==> src/hdl/efc_delay.sv <==
// ----------------------------------------------------------------------------
// efc_delay
// Fixed-depth shift line that carries side data next to a long datapath.
// ----------------------------------------------------------------------------
module efc_delay #(
  parameter int unsigned W     = 8,
  parameter int unsigned DEPTH = 4
) (
  input  logic         clk,
  input  logic [W-1:0] din,
  output logic [W-1:0] dout
);

  logic [W-1:0] tap_r [0:DEPTH-1];

  always_ff @(posedge clk) begin
    tap_r[0] <= din;
    for (int k = 1; k < DEPTH; k++) begin
      tap_r[k] <= tap_r[k-1];
    end
  end

  assign dout = tap_r[DEPTH-1];

endmodule

==> config.mk <==
export PLATFORM = sky130hd
export DESIGN_NAME = efc_delay
export DESIGN_NICKNAME = d
export VERILOG_FILES = /design/src/hdl/efc_delay.sv
export SDC_FILE = /design/constraint.sdc
export NUM_CORES = 1
export LEC_CHECK = 0
export ABC_CLOCK_PERIOD_IN_PS = 800
export BUFFER_PORTS_ARGS = -buffer_cell sky130_fd_sc_hd__buf_2
export CAP_MARGIN = 20
export CORE_MARGIN = 4
export CORE_UTILIZATION = 49
export DETAILED_ROUTE_END_ITERATION = 8
export PLACE_DENSITY = 0.82
export SLEW_MARGIN = 20
export SYNTH_ARGS = -nofsm -noshare
export SYNTH_HDL_FRONTEND = slang
export SYNTH_SLANG_ARGS = --single-unit
==> constraint.sdc <==
create_clock -name clk -period 0.8 [get_ports clk]
set_input_delay 0.16 -clock clk [delete_from_list [all_inputs] [get_ports clk]]
set_output_delay 0.16 -clock clk [all_outputs]
set_load 0.02 [all_outputs]
* Word level (Yosys, flattened, before mapping)
Memory sizes are Yosys's and may differ from the RTL's.
Cells that the tools add are included.
** Storage, ports and cells
- Register bits after elaboration :: 0
- Memories :: 1
- Word-level logic and storage cells :: 1
- RAM bits :: 32
** Memory list
- tap_r :: words 4, bits a word 8, rd ports 4, clocked after Yosys merged registers in 0, wr ports 4, line 14 : logic [W-1:0] tap_r [0:DEPTH-1];

* Longest topological paths before layout
Gate-level depths: netlist (run 1).
- Depth in word-level cells :: 0
- Depth in mapped cells :: 0
- Depth with buffers taken out :: 0

* Worst setup path after synthesis (run 1)
OpenSTA, ideal clock, no wires.
- Path kind :: register to output
- Start point :: memory tap_r[3][0]
- End point :: output port dout[0]
- Arrival time :: 395 ps
- Stages on the path, launching flop included :: 1
- Path slack :: 245 ps
- Required time :: 640 ps
- Path buffers :: 0
- Cell sequence :: dfxtp_1
** RTL lines
- from (decl) :: line 14
- to (decl) :: line 11 : output logic [W-1:0] dout

==> results of run 1 <==
-- cell usage in the layout, fill, tap and decap left out --
cell type	instances
buf_2	8
buf_6	8
clkbuf_4	5
clkbuf_8	2
dfxtp_1	24
dfxtp_2	8
dlygate4sd3_1	8
-- layout make-up --
cell class | instances | area, µm²
Clock buffer | 7 | 65.06
Fill cell | 61 | 227.7
Sequential cell | 32 | 650.6
Tap cell | 14 | 17.52
Timing Repair Buffer | 24 | 210.2
-- per-stage QoR --
stage	util	setup WS, ps	TNS [ps]
after floorplan	-	244.9	0
after global placement	0.6303	209.5	0
after detailed placement	0.6303	197.7	0
after CTS	0.8056	-128.1	-985.5
after global routing	0.8056	-154.2	-1204
final	0.8056	-107.7	-836.9
-- how the worst max path moves through the flow --
stage / to / slack, ps / cells after the start
CTS: dout[4] / -130 / 1
global placement: dout[1] / 210 / 1
floorplan: dout[0] / 240 / 0
finish: dout[7] / -110 / 1
detailed placement: dout[4] / 200 / 1
global route: dout[7] / -150 / 1
-- kinds of logic after synthesis --
group	Yosys count	synth area share
flops	32	1.000
-- power by group through the flow --
stage	Sequential (mW)	Combinational (mW)	Clock (mW)
2_1_floorplan	1.76	0	0
3_3_place_gp	1.73	0.0648	0
3_5_place_dp	1.73	0.0661	0
4_1_cts	1.70	0.120	0.968
5_1_grt	1.71	0.129	1.06
6_report	1.70	0.121	0.935
-- per-layer routing --
metal  share of wire  global-route usage  wire length, µm  vias up
li1                -                   -                -      160
met1            0.41              0.1034              289      130
met2            0.44              0.1337              312       18
met3            0.10             0.04878               72        4
met4           0.052              0.1446               37        0
met5               0                   0                0        -
-- timing repair --
| action | in CTS | in global routing |
|---|---|---|
| hold endpoints to repair | 8 | 0 |
| hold buffers | 8 | 0 |
| setup buffers | 0 | 0 |
| gates resized for setup | 24 | 0 |
| cloned | 0 | 0 |
| endpoints found under the setup margin | 8 | 8 |
==> run metrics, run 1 <==
post-route setup slack -107.7 ps; Die Area 1950 µm²; Final nets 72; ratio of cells with drive above 1 in the final layout 0.4921; DRC 0; share of the synthesized area in the top cell type 1.000; PortBufs 16; total number of H-tree levels 2; Critical path origin tap_r[3][7]$_DFF_P_; Worst Setup Start Kind register; area taken by multi-input logic gates 0 µm²; CP required 640 ps; top flop regs tap_r (32); Worst Hold Class register to register; post-synthesis instance area 640.6 µm²; wire length per cell 9.247 µm; Combinational Power Share 0.044; vias in the first global route 293; Slew Viols, Final 0; Leak Pwr 0.4208 nW; antenna-violating nets left 0; diode count 0; All-Layer GR Usage 0.1036; Multi-input comb cells 0; part of the power in registers 0.617; CP cell instances buf_6; synth top area cells dfxtp_1 (100%); Root Driver clkbuf_4; fin crit share 1.135; total number of vias 312; Async SR Flop Fraction 0; Max Clock Skew 2.970 ps; Cells after Synth 32; unrepaired setup endpoints after global routing true; slowest stage delay, CP 320 ps; top cells by count, synth dfxtp_1 (32); clock share of power 0.339; final setup violating endpoints 8; antenna violations before repair 0; die height 44.16 µm; TritonCTS clock tree built; CTS clock-pin slew for the worst setup and hold paths 80 ps; Critical R2R Launch tap_r[0][7]$_DFF_P_; Main synth FF type dfxtp_1; post-route insts no fill 77; drt total wl 712 µm; worst-margin pin slew 82.09 ps; max-capacitance violation count 0; HP Start tap_r[2][4]$_DFF_P_; final-report hold violation count 0; Layout Cell Area excl Fill 943.4 µm²; Setup CP Type register to output port; Via density 4.052; Pwr Total 2.759 mW; R2R cell count 0; violated checks negative setup slack; peak fanout along the critical path 1; Sink Count 32; num ports 17; P_int 2.256 mW; area added between synthesis and finish 47.27%; syn_area_per_cell 20.02 µm²; Synthesis Warnings 0; sw power 0.5023 mW; most numerous cell in the Yosys netlist dfxtp_1; Slew headroom 0.9453; Max Freq 1.102 GHz; Critical Path End Type output port; placed cell areas 738.2 µm²; initial core utilization 0.5470; crit path buf inv count 1; capture point of the worst reg-to-reg path tap_r[1][7]$_DFF_P_; cell family with most CP delay flip-flops; number of synthesized flops with an enable pin 0; GPL Wtd Cong 0.5615; TritonCTS buffer count 5; register bit total from synthesis 32; status finished, violations left; Peak supply drop 2.158 mV; total grt overflow 0; initial detailed-routing violation count 3; DIE WIDTH 44.16 µm; placed cells 62; first-pass GRT wire length 1235 µm; Rows 12; Worst-Skew Late Latency 300 ps; largest net degree at the start of global routing 10; hold path cells 0; Slowest cell on crit path dfxtp_2; leading area contributor after synthesis dfxtp_1; syn nets 41; sequential share of the synthesized area 1.000; Longest Clk Path Bufs 2; TritonRoute pass-1 iters 2; Core ar. 1171 µm²; power per cell area 2924 nW/µm²; synth unique cells 1; Worst Hold End tap_r[3][4]$_DFF_P_; register-to-register setup slack 400 ps; max reg flops 32; Hold WS 328.7 ps; sw frac 0.1821; Worst EP arrival 750 ps; post-route minimum period 907.7 ps; Biggest register tap_r
Note: power is estimated with default switching activity, not from simulation.
==> run 2, diff against run 1 <==
--- a/config.mk
+++ b/config.mk
@@ -11,7 +11,7 @@
 export CORE_MARGIN = 4
 export CORE_UTILIZATION = 49
 export DETAILED_ROUTE_END_ITERATION = 8
-export PLACE_DENSITY = 0.82
+export PLACE_DENSITY = 0.8
 export SLEW_MARGIN = 20
 export SYNTH_ARGS = -nofsm -noshare
 export SYNTH_HDL_FRONTEND = slang
==> run 2 against run 1 <==
Effect of this change: routed wire length decreased by 9.7%; sequential share of layout area is 0.28 points higher; critical endpoint is now dout[6]; the flow still finishes with violations (negative setup slack); largest power group unchanged; combinational power hardly changed.
==> run metrics, run 2 (synthesized netlist as in run 1, its figures left out) <==
status finished, violations left; violated checks negative setup slack; fin crit share 1.131; placed cells 62; initial detailed-routing violation count 5; wire length per cell 8.244 µm; peak fanout along the critical path 1; met3 WL post-DR 74 µm; Worst Hold Class register to register; slowest stage delay, CP 320 ps; TritonRoute pass-1 iters 2; Worst Setup Start Kind register; total grt overflow 0; TritonCTS buffer count 5; crit path buf inv count 1; DRC 0; top sig layer met3; commonest non-fill, non-tap cell in the layout dfxtp_1; area taken by multi-input logic gates 0 µm²; Max Clock Skew 2.276 ps; largest net degree at the start of global routing 11; area added between synthesis and finish 46.68%; antenna-violating nets left 0; Root Driver clkbuf_4; Layout Cell Area excl Fill 939.7 µm²; CP cell instances buf_6; PortBufs 16; Critical Path End Type output port; total number of H-tree levels 2; Sequential Area 650.6 µm²; vias in the first global route 291; diode count 0; Slowest cell on crit path dfxtp_2; M1 wire length 267 µm; ratio of cells with drive above 1 in the final layout 0.5000; Worst EP arrival 750 ps; num ports 17; top flop regs tap_r (32); Die Area 1950 µm²; total number of vias 288; GPL Wtd Cong 0.5341; Max Freq 1.105 GHz; Via density 3.692; Leak Pwr 0.4214 nW; post-route setup slack -105.1 ps; post-route insts no fill 78; TritonCTS clock tree built; Slew headroom 0.9418; placed cell areas 738.2 µm²; Core ar. 1171 µm²; antenna violations before repair 0; most frequent cells in the layout dfxtp_1 (24), dlygate4sd3_1 (8), buf_2 (8), buf_6 (8), dfxtp_2 (8); Setup CP Type register to output port; All-Layer GR Usage 0.09645; worst-margin pin slew 87.34 ps; Slew Viols, Final 0; max reg flops 32; initial core utilization 0.5470; FILL cells 57; die height 44.16 µm; met2 wire len 301 µm; Rows 12; Worst-Skew Late Latency 300 ps; Final nets 72; post-route minimum period 905.1 ps; first-pass GRT wire length 1179 µm; cell family with most CP delay flip-flops; final setup violating endpoints 8; Sink Count 32; max-capacitance violation count 0; Longest Clk Path Bufs 2; DIE WIDTH 44.16 µm; CP required 640 ps; unrepaired setup endpoints after global routing true; Peak supply drop 1.824 mV; final-report hold violation count 0; Biggest register tap_r; worst slack at placement 207.7 ps; Multi-input comb cells 0; CTS clock-pin slew for the worst setup and hold paths 90 ps; power per cell area 2872 nW/µm²; drt total wl 643 µm
run 2: cell types whose count changed in the layout (fill, tap and decap cells not counted), sizes merged:
cell,before,now
clkbuf,7,6
clkinv,0,2
run 2: what timing repair did:
| action | 4_1_cts | 5_1_grt |
|---|---|---|
| endpoints found under the setup margin | 8 | 8 |
| hold endpoints to repair | 8 | 0 |
| hold buffers | 8 | 0 |
| buffers inserted | 0 | 0 |
| resized for setup | 24 | 0 |
run 2: per-layer routing:
metal  vias to the layer above  global-route usage
met2                        18              0.1424
met1                       111             0.08951
met5                         -                   0
met3                         0             0.07317
met4                         0             0.07229
li1                        159                   -
run 2: area by class of cell:
class,instances,share of cell area
sequential,32,0.6924
timing repair buffer,24,0.2237
clock inverter,2,0.01065
clock buffer,6,0.05459
tap,14,0.01864
run 2: final timing paths:
check / start / endpoint / slack [ps] / depth (start not counted)
worst max-delay path: tap_r[3][6]$_DFF_P_ / dout[6] / -110 / 1
worst min register to register: tap_r[2][1]$_DFF_P_ / tap_r[3][1]$_DFF_P_ / 330 / 0
worst min-delay path: tap_r[2][1]$_DFF_P_ / tap_r[3][1]$_DFF_P_ / 330 / 0
worst max register to register: tap_r[0][3]$_DFF_P_ / tap_r[1][3]$_DFF_P_ / 390 / 0
run 2: metrics by stage:
step,power (mW),hold slack (ps),TNS [ps],utilization
after global placement,1.791,262.8,0,0.6303
after global routing,2.868,335.5,-1225,0.8024
final,2.699,328.9,-824.2,0.8024
after detailed placement,1.797,263.6,0,0.6303
after floorplan,1.756,187.7,0,-
after CTS,2.736,330.1,-967.0,0.8024
run 2: power by group:
part / switching [mW] / internal, mW
Combinational: 0.0435 / 0.0774
Sequential: 0.0204 / 1.68
Clock: 0.459 / 0.417
Total: 0.523 / 2.18
